--- src/rtl/core/lbbt_pkg.sv ---
// Shared types and codes for the per-label bounding box table.
// Used by the front, queue, back and top level; no dependencies.
package lbbt_pkg;

	// Operation codes on the input tuser
	localparam logic [1:0] OP_ACCUM  = 2'd0;
	localparam logic [1:0] OP_REPORT = 2'd1;
	localparam logic [1:0] OP_CLEAR  = 2'd2;
	localparam logic [1:0] OP_UNUSED = 2'd3;

	// Command kinds after classification
	localparam logic [1:0] KIND_ACCUM  = 2'd0;
	localparam logic [1:0] KIND_REPORT = 2'd1;
	localparam logic [1:0] KIND_CLEAR  = 2'd2;
	localparam logic [1:0] KIND_REJECT = 2'd3;

	// Configuration register indexes
	localparam logic [1:0] CFG_IMAGE_COLS = 2'd0;
	localparam logic [1:0] CFG_IMAGE_ROWS = 2'd1;
	localparam logic [1:0] CFG_LABEL_MAX  = 2'd2;
	localparam logic [1:0] CFG_MARGIN     = 2'd3;

	// Command queue between front and back
	localparam int QUEUE_DEPTH = 4;
	localparam int QPTR_W      = $clog2(QUEUE_DEPTH);

	typedef struct packed {
		logic [1:0]  kind;
		logic [11:0] col;
		logic [11:0] row;
		logic [7:0]  label;
	} cmd_t;

	typedef struct packed {
		logic [12:0]        image_cols;
		logic [12:0]        image_rows;
		logic [7:0]         label_max;
		logic signed [13:0] margin;
	} cfg_t;

	typedef struct packed {
		logic [11:0] cmin;
		logic [11:0] cmax;
		logic [11:0] rmin;
		logic [11:0] rmax;
	} box_t;

	typedef struct packed {
		logic        status;
		logic [7:0]  label;
		logic [12:0] col_lo;
		logic [12:0] row_lo;
		logic [12:0] width;
		logic [12:0] height;
	} res_t;

	// Queue status seen by the front and back
	typedef struct packed {
		logic full;
		logic empty;
	} qstat_t;

endpackage

--- src/rtl/core/lbbt_front.sv ---
// Front end: takes input transactions, drops unused codes, flags rejected labels.
// Depends on lbbt_pkg; feeds lbbt_queue.
module lbbt_front #(
	parameter int LABELS = 256
) (
	input  logic              s_tvalid,
	output logic              s_tready,
	input  logic [31:0]       s_tdata,
	input  logic [1:0]        s_tuser,
	input  logic [7:0]        label_max,
	input  lbbt_pkg::qstat_t  qstat,
	output logic              push,
	output lbbt_pkg::cmd_t    push_cmd
);
	import lbbt_pkg::*;

	logic [7:0] label;
	logic       reject;
	logic       accept;
	logic [1:0] kind;

	assign label    = s_tdata[31:24];
	assign s_tready = !qstat.full;
	assign accept   = s_tvalid && s_tready;
	assign reject   = (label > label_max) || (32'(label) >= LABELS);

	always_comb begin
		case (s_tuser)
			OP_ACCUM:  kind = KIND_ACCUM;
			OP_REPORT: kind = KIND_REPORT;
			OP_CLEAR:  kind = KIND_CLEAR;
			default:   kind = KIND_ACCUM;
		endcase
		if (reject) begin
			kind = KIND_REJECT;
		end
	end

	// drop the unused operation code here, it never reaches the table
	assign push           = accept && (s_tuser != OP_UNUSED);
	assign push_cmd.kind  = kind;
	assign push_cmd.col   = s_tdata[11:0];
	assign push_cmd.row   = s_tdata[23:12];
	assign push_cmd.label = label;

endmodule

--- config.mk ---
export PLATFORM = sky130hd
export DESIGN_NAME = lbbt_front
export DESIGN_NICKNAME = d
export VERILOG_FILES = /design/src/rtl/core/lbbt_pkg.sv /design/src/rtl/core/lbbt_front.sv
export SDC_FILE = /design/constraint.sdc
export NUM_CORES = 1
export LEC_CHECK = 0
export BUFFER_PORTS_ARGS = -buffer_cell sky130_fd_sc_hd__buf_2
export CORE_ASPECT_RATIO = 0.8
export CORE_UTILIZATION = 29
export DETAILED_ROUTE_END_ITERATION = 10
export PLACE_DENSITY = 0.85
export SLEW_MARGIN = 5
export SYNTH_ARGS = -nofsm -noshare
export SYNTH_HDL_FRONTEND = slang
export SYNTH_SLANG_ARGS = --single-unit
--- constraint.sdc ---
create_clock -name vclk -period 1.2
set_clock_uncertainty 0.05 [all_clocks]
set_input_delay 0.06 -clock vclk [all_inputs]
set_output_delay 0.06 -clock vclk [all_outputs]
set_load 0.05 [all_outputs]
==> impl_metrics.yaml <==
run_status:
  status: "finished with violations"
  violations: "negative setup slack"
sta:
  post-route-min-period_ns: 1.27
  rsz0062_at_grt: "true"
  max_freq_mhz: 789
  slew_viol_final: 0
  finalHoldViolCount: 0
  relSlewSlack_pct: 82.9
  setup_viol: 2
  fin_ws_ns: -0.0675
  post-route-period-util_pct: 106
  worst_pin_slew_ns: 0.258
pwr:
  fin_total_pwr_mw: 0.308
  max-vdd-ir-drop_mv: 0.225
  p_per_area_nw_per_um2: 509
  leakagePower_nw: 0.302
finish:
  fillers: 152
  nClkBuffers: 0
  num-nets-final: 122
  area_delta_synth_final_pct: 27.4
  register_area_um2: 0
  fin_util_pct: 41.5
  final_layout_size_suffix_gt1_share_pct: 70.1
  seq_cells: 0
  n_antenna_cell: 0
  final_area_um2: 604
worst_hold_path:
  hold_path.class: "in2out"
global_routing:
  grtUsageTotal_pct: 9.37
  antenna_found_initial: 0
  grt_overflow: 0
  grt_start_max_net_pins: 4
  grt_pass1_wl_mm: 1.28
  grt_pass1_vias: 338
setup_path:
  start_kind: "primary input"
  crit_fanout: 2
  critical_path_class: "in2out"
  required_ns: 1.09
  endpoint_kind: "output pin"
  crit_arrival_ns: 1.16
detailed_routing:
  wl_per_cell_um: 11.9
  vias_per_cell: 4.32
  wirelength_mm: 1.05
  drtPass1Iterations: 2
  via_count: 380
  ant_nets: 0
  drcViolationCount: 0
  drtIter0Drc: 2
floorplan:
  placementRows: 12
  ios: 81
  dieWidth_um: 47.2
  die-area_um2: 1800
  core_area_um2: 1460
  die_h_um: 38.2
  start_util_pct: 32.6
placement:
  hpwlAfterDp_um: 799
  portBuffers: 32
  postPlaceCellArea_um2: 420
  pre_cts_slack_ns: -0.218
  place.gp.congestion: 0.593
logic_synthesis:
  avgSynthCellArea_um2: 7.08
  ys_warn_count: 0
  syn-num-nets: 120
  ys_types: 14
  yosysSeqAreaShare_pct: 0
  synth.cell_area_um2: 474
  synthCells: 67
clocking:
  hold_buffers: 0
  post-cts-setup-buffers: 0
run:
  maxCapViolCount: 0
-- layout make-up --
class	instances	area [um^2]	share of cell area, %
Multi-Input combinational cell	26	305	50.5
Tap cell	21	26.3	4.35
Timing Repair Buffer	32	234	38.7
Inverter	9	38.8	6.42
-- cell usage after synthesis, drive strengths merged --
cell / n / area, um^2
ha: 8 / 100
nand4: 2 / 12.5
nor2b: 1 / 6.26
buf: 32 / 240
a211o: 1 / 8.76
nand2b: 2 / 12.5
o211ai: 1 / 7.51
nor2: 1 / 3.75
nand3: 2 / 10.0
inv: 9 / 33.8
and3: 1 / 6.26
nand2: 2 / 7.51
o21ai: 2 / 10.0
a21oi: 3 / 15.0
-- routing by layer --
layer  global-route usage, %  vias up  wire length [um]
li1                        -      186                 -
met4                    2.14        0                23
met5                       0        -                 0
met3                    5.66        6               124
met2                    17.4       32               566
met1                    8.61      156               337
-- per-stage QoR --
stage          TNS, ns  std cells  hold slack (ns)
6_report        -0.135         88           0.0700
5_1_grt         -0.240         88           0.0701
4_1_cts         -0.264         88           0.0703
3_5_place_dp    -0.433         88           0.0703
3_3_place_gp    -0.412         88           0.0703
2_1_floorplan   -0.257         67            0.237
-- path summary, 6_finish.rpt --
path | startpoint | cells past startpoint | slack [ns] | end
setup / recovery | s_tdata[25] | 7 | -0.07 | push_cmd[33]
hold / removal | s_tdata[14] | 0 | 0.07 | push_cmd[10]
-- where the power goes --
part / total, mW / switching, mW / leakage (nW) / internal, mW
Combinational: 0.308 / 0.176 / 0.302 / 0.131
Clock: 0 / 0 / 0 / 0
Sequential: 0 / 0 / 0 / 0
-- worst max-delay path: stages --
cell	delay, ns
buf_8	0.10
ha_4	0.25
nor2b_4	0.12
o211ai_1	0.08
a211o_1	0.30
nand3_2	0.10
buf_8	0.14
-- cells by family (layout without fill, tap and decap cells) --
family | count (synthesis) | after routing | synth area share (%)
adder cells (fa/ha/maj) | 8 | 8 | 21.1
AO/OA/AOI/OAI | 7 | 7 | 8.71
AND/OR/NAND/NOR | 11 | 11 | 12.4
buffers and inverters | 41 | 41 | 57.8
-- cells in the final DEF, fill, tap and decap left out, drive strengths merged --
cell type,instances
o21ai,2
and3,1
nor2b,1
buf,32
nand4,2
nor2,1
ha,8
a211o,1
a21oi,3
inv,9
o211ai,1
nand2,2
nand3,2
nand2b,2
-- timing repair --
item,CTS,global route
endpoints found under the hold margin,0,0
pin swaps,6,9
gates resized for setup,14,21
setup endpoints to repair,2,2
Note: power is estimated with default switching activity, not from simulation.
