[config.mk]
export PLATFORM = sky130hd
export DESIGN_NAME = lbbt_queue
export DESIGN_NICKNAME = d
export VERILOG_FILES = /design/src/rtl/core/lbbt_pkg.sv /design/src/rtl/core/lbbt_queue.sv
export SDC_FILE = /design/constraint.sdc
export NUM_CORES = 1
export LEC_CHECK = 0
export ABC_AREA = 0
export BUFFER_PORTS_ARGS = -buffer_cell sky130_fd_sc_hd__buf_2
export CORE_ASPECT_RATIO = 0.9
export CORE_UTILIZATION = 50
export CTS_CLUSTER_SIZE = 20
export DETAILED_ROUTE_END_ITERATION = 8
export PLACE_DENSITY_LB_ADDON = 0.2
export SLEW_MARGIN = 20
export SYNTH_ARGS = -nofsm -noshare
export SYNTH_HDL_FRONTEND = slang
export SYNTH_SLANG_ARGS = --single-unit
[constraint.sdc]
create_clock -name clk -period 1.8 [get_ports clk]
set_clock_uncertainty 0.1 [all_clocks]
set_input_delay 0.18 -clock clk [delete_from_list [all_inputs] [get_ports clk]]
set_output_delay 0.18 -clock clk [all_outputs]
set_load 0.005 [all_outputs]
[src/rtl/core/lbbt_pkg.sv]
// Shared types and codes for the per-label bounding box table.
// Used by the front, queue, back and top level; no dependencies.
package lbbt_pkg;

	// Operation codes on the input tuser
	localparam logic [1:0] OP_ACCUM  = 2'd0;
	localparam logic [1:0] OP_REPORT = 2'd1;
	localparam logic [1:0] OP_CLEAR  = 2'd2;
	localparam logic [1:0] OP_UNUSED = 2'd3;

	// Command kinds after classification
	localparam logic [1:0] KIND_ACCUM  = 2'd0;
	localparam logic [1:0] KIND_REPORT = 2'd1;
	localparam logic [1:0] KIND_CLEAR  = 2'd2;
	localparam logic [1:0] KIND_REJECT = 2'd3;

	// Configuration register indexes
	localparam logic [1:0] CFG_IMAGE_COLS = 2'd0;
	localparam logic [1:0] CFG_IMAGE_ROWS = 2'd1;
	localparam logic [1:0] CFG_LABEL_MAX  = 2'd2;
	localparam logic [1:0] CFG_MARGIN     = 2'd3;

	// Command queue between front and back
	localparam int QUEUE_DEPTH = 4;
	localparam int QPTR_W      = $clog2(QUEUE_DEPTH);

	typedef struct packed {
		logic [1:0]  kind;
		logic [11:0] col;
		logic [11:0] row;
		logic [7:0]  label;
	} cmd_t;

	typedef struct packed {
		logic [12:0]        image_cols;
		logic [12:0]        image_rows;
		logic [7:0]         label_max;
		logic signed [13:0] margin;
	} cfg_t;

	typedef struct packed {
		logic [11:0] cmin;
		logic [11:0] cmax;
		logic [11:0] rmin;
		logic [11:0] rmax;
	} box_t;

	typedef struct packed {
		logic        status;
		logic [7:0]  label;
		logic [12:0] col_lo;
		logic [12:0] row_lo;
		logic [12:0] width;
		logic [12:0] height;
	} res_t;

	// Queue status seen by the front and back
	typedef struct packed {
		logic full;
		logic empty;
	} qstat_t;

endpackage

[src/rtl/core/lbbt_queue.sv]
// Short command queue decoupling the front end from the table engine.
// Depends on lbbt_pkg.
module lbbt_queue (
	input  logic              clk,
	input  logic              arst_n,
	input  logic              push,
	input  lbbt_pkg::cmd_t    push_cmd,
	input  logic              pop,
	output lbbt_pkg::cmd_t    head,
	output lbbt_pkg::qstat_t  qstat
);
	import lbbt_pkg::*;

	cmd_t                entry_q [QUEUE_DEPTH];
	logic [QPTR_W-1:0]   wr_ptr_q;
	logic [QPTR_W-1:0]   rd_ptr_q;
	logic [QPTR_W:0]     count_q;

	assign head        = entry_q[rd_ptr_q];
	assign qstat.full  = (count_q == (QPTR_W+1)'(QUEUE_DEPTH));
	assign qstat.empty = (count_q == '0);

	always_ff @(posedge clk) begin
		if (push) begin
			entry_q[wr_ptr_q] <= push_cmd;
		end
	end

	always_ff @(posedge clk or negedge arst_n) begin
		if (!arst_n) begin
			wr_ptr_q <= '0;
			rd_ptr_q <= '0;
			count_q  <= '0;
		end else begin
			if (push) begin
				wr_ptr_q <= wr_ptr_q + 1'b1;
			end
			if (pop) begin
				rd_ptr_q <= rd_ptr_q + 1'b1;
			end
			if (push && !pop) begin
				count_q <= count_q + 1'b1;
			end else if (pop && !push) begin
				count_q <= count_q - 1'b1;
			end
		end
	end

endmodule

==> out/metrics.yaml <==
min_path:
  hold_path.class: "input port to asynchronous set/reset pin"
layout:
  fin_nets: 401
  finish.cell_count_without_fillers: 498
  drive_above_1_share_pct: 45.80
  layout.cells.most_common: "sky130_fd_sc_hd__edfxtp_1"
  synthToLayoutAreaGrowth_pct: 32.58
  layout.cells.most_common_list: "136 x sky130_fd_sc_hd__edfxtp_1, 67 x sky130_fd_sc_hd__buf_2, 37 x sky130_fd_sc_hd__dlygate4sd3_1, 34 x sky130_fd_sc_hd__mux4_2, 17 x sky130_fd_sc_hd__clkbuf_16"
  diodes: 0
  filler_cell_count: 679
power:
  cellPowerDensity_nw_per_um2: 1610
  worst_ir_drop_vdd_mv: 1.138
  static-leakage-power_nw: 2.556
  totalPowerFinal_mw: 11.43
sta:
  worst_slack_ns: -0.2209
  max-slew-margin-rel_pct: 75.46
  post-route-period-util_pct: 112.3
  total_count_of_max_transition_violations_in_the_final_report: 0
  finalSetupViolCount: 34
  final.setup.tns_ns: -6.179
  worst_pin_slew_ns: 0.3681
  final_hold_viol_count: 0
  unrepaired_setup_endpoints_after_global_routing: "true"
  max_freq_ghz: 0.4948
  fin_worst_hold_slack_ns: 0.05200
  finalCriticalPeriod_ns: 2.021
setup_path:
  cpPeakStageDelay_ns: 0.49
  worst_setup_start_kind: "flop"
  regToRegSetupSlack_ns: 0.23
  critical_path_peak_fanout: 6
  worst_r2r_path_depth: 3
  crit_required_ns: 1.52
  worst_r2r_endpoint: "entry_q[3][28]"
  crit_path_cells: "buf_4 -> buf_16 -> mux4_2 -> buf_2"
  critPathCaptureType: "output port"
  timing_worst_setup_path_type: "flop to output port"
  critPathSlowestCell: "sky130_fd_sc_hd__mux4_2"
  r2r-start: "wr_ptr_q[0]"
  critPathArrivalTime_ns: 1.74
status:
  status: "finished with violations"
  violated_checks: "DRC, setup timing"
routing:
  antenna_left: 0
  average_wire_per_cell_in_the_routed_design_um: 19.10
  routed_wl_um: 9511
  route.vias.total: 2595
  drt_iter0_drc: 109
  drc_errors: 14
  via_per_inst: 5.211
  drt_pre_antenna_iters: 6
placed_design:
  gp_congestion: 0.6630
  place_inst: 421
  port_buffers: 73
  dp_hpwl_um: 5848
flow_run:
  cap_viol_max_count: 0
floorplanning:
  core_region_area_um2: 10330
  floorplan.rows: 35
  die_height_um: 100.2
  floorplan.initialDensity_pct: 51.80
  chipWidth_um: 111.1
  ios: 74
  dieArea_um2: 11130
clock_tree:
  clock_tree_from_tritoncts: "yes"
  clock_sinks: 143
  worst_setup_hold_path_clk_slew_ns: 0.05
  ctsLongestPathBuffers: 2
  ctsRootBufferMaster: "sky130_fd_sc_hd__clkbuf_16"
  insertion_delay_ns: 0.41
  cts.htree.levels: 4
  cts-buffers-inserted: 17
logic_synthesis:
  cells_after_synth: 212
  mean_syn_cell_area_um2: 25.25
  netlist_area_um2: 5354
  synth.ff_latch_count: 143
  synth-seq-area-share_pct: 79.55
  synth-warning-count: 0
  synthesized_netlist_net_count: 256
  ys_types: 19
grt:
  grt_start_max_net_pins: 27
  grt_pass1_wl_um: 14920
  grt_util_all_layers_pct: 19.03
  antenna_found_initial: 0
  global_route.overflow_total: 0
  first_global_vias: 2697
how the worst max path moves through the flow:
stage	from	endpoint	cells past startpoint
finish	rd_ptr_q[0]	head[3]	4
global route	rd_ptr_q[0]	head[3]	4
CTS	rd_ptr_q[0]	head[2]	4
detailed placement	rd_ptr_q[0]	head[30]	3
global placement	rd_ptr_q[0]	head[30]	3
floorplan	wr_ptr_q[0]	entry_q[2][0]	3
power breakdown:
| group | leakage [nW] | switching [mW] | internal, mW |
|---|---|---|---|
| registers | 1.33 | 0.243 | 4.37 |
| clock network | 0.275 | 1.28 | 2.17 |
| logic | 0.952 | 1.43 | 1.94 |
| total | 2.56 | 2.95 | 8.48 |
critical path, delay by kind of cell, from the launching register on:
kind | cells | cell delay, ns
buffers and inverters | 3 | 0.43
DFF | 1 | 0.40
muxes | 1 | 0.49
synth_stat cells:
master	instances	share of area, %
sky130_fd_sc_hd__dfrtp_1	7	3.3
sky130_fd_sc_hd__ha_1	5	1.2
sky130_fd_sc_hd__inv_1	4	0.28
sky130_fd_sc_hd__mux2_2	1	0.21
sky130_fd_sc_hd__mux4_2	28	12
sky130_fd_sc_hd__buf_12	3	1.1
sky130_fd_sc_hd__and2_1	4	0.47
sky130_fd_sc_hd__edfxtp_1	136	76
sky130_fd_sc_hd__nor2_1	1	0.070
sky130_fd_sc_hd__buf_6	1	0.21
sky130_fd_sc_hd__nor3b_1	1	0.14
sky130_fd_sc_hd__buf_2	4	0.37
sky130_fd_sc_hd__mux4_1	6	2.9
sky130_fd_sc_hd__o21ai_0	1	0.093
sky130_fd_sc_hd__xnor2_1	2	0.33
sky130_fd_sc_hd__fa_1	1	0.37
sky130_fd_sc_hd__nor3_1	1	0.093
sky130_fd_sc_hd__xor2_1	4	0.65
sky130_fd_sc_hd__nand2_1	2	0.14
logic make-up (layout without fill, tap and decap cells):
group | after synthesis | in the layout | share of synthesized area [%]
DFF | 143 | 143 | 79.55
buffers and inverters | 12 | 169 | 1.986
muxes | 35 | 35 | 14.93
adders and majority gates | 6 | 6 | 1.542
AOI/OAI and AO/OA | 1 | 1 | 0.09339
and+or+nand+nor | 9 | 9 | 0.9113
xor gates and xnor gates | 6 | 6 | 0.9815
layout make-up:
class	instances	area (µm²)	share of cell area [%]
repair buffers	134	1094	15.41
clock buffers	17	425.4	5.993
inverters	4	15.01	0.2115
well taps	129	161.4	2.274
clock inverters	14	167.7	2.362
flip-flops and latches	143	4262	60.04
multi-input cells	57	973.4	13.71
state kept, by name, indices dropped and copies added, names as in the netlist:
name / flops
count_q: 3
entry_q: 136
rd_ptr_q: 2
wr_ptr_q: 2
stage by stage:
step / area (µm²) / setup slack (ns) / utilization, %
final: 7098 / -0.2209 / 68.68
after global placement: 6022 / 0.1682 / 58.27
after global routing: 7098 / -0.2968 / 68.68
after detailed placement: 6022 / 0.1224 / 58.27
after CTS: 7077 / -0.2618 / 68.47
after floorplan: 5359 / 0.2110 / -
per-layer routing:
layer / track usage, % / up-vias / share of wire (%)
li1: - / 1178 / -
met1: 24.94 / 1340 / 43
met2: 30.24 / 69 / 51
met3: 5.676 / 8 / 4.5
met4: 8.108 / 0 / 1.2
met5: 0 / - / 0
timing repair:
| action | 4_1_cts | 5_1_grt |
|---|---|---|
| pin swaps | 0 | 2 |
| hold buffers | 37 | 0 |
| gates resized for setup | 14 | 7 |
| buffers inserted | 8 | 3 |
| hold endpoints to repair | 147 | 0 |
| setup endpoints to repair | 34 | 35 |
| cloned | 2 | 0 |
Note: power is estimated with default switching activity, not from simulation.
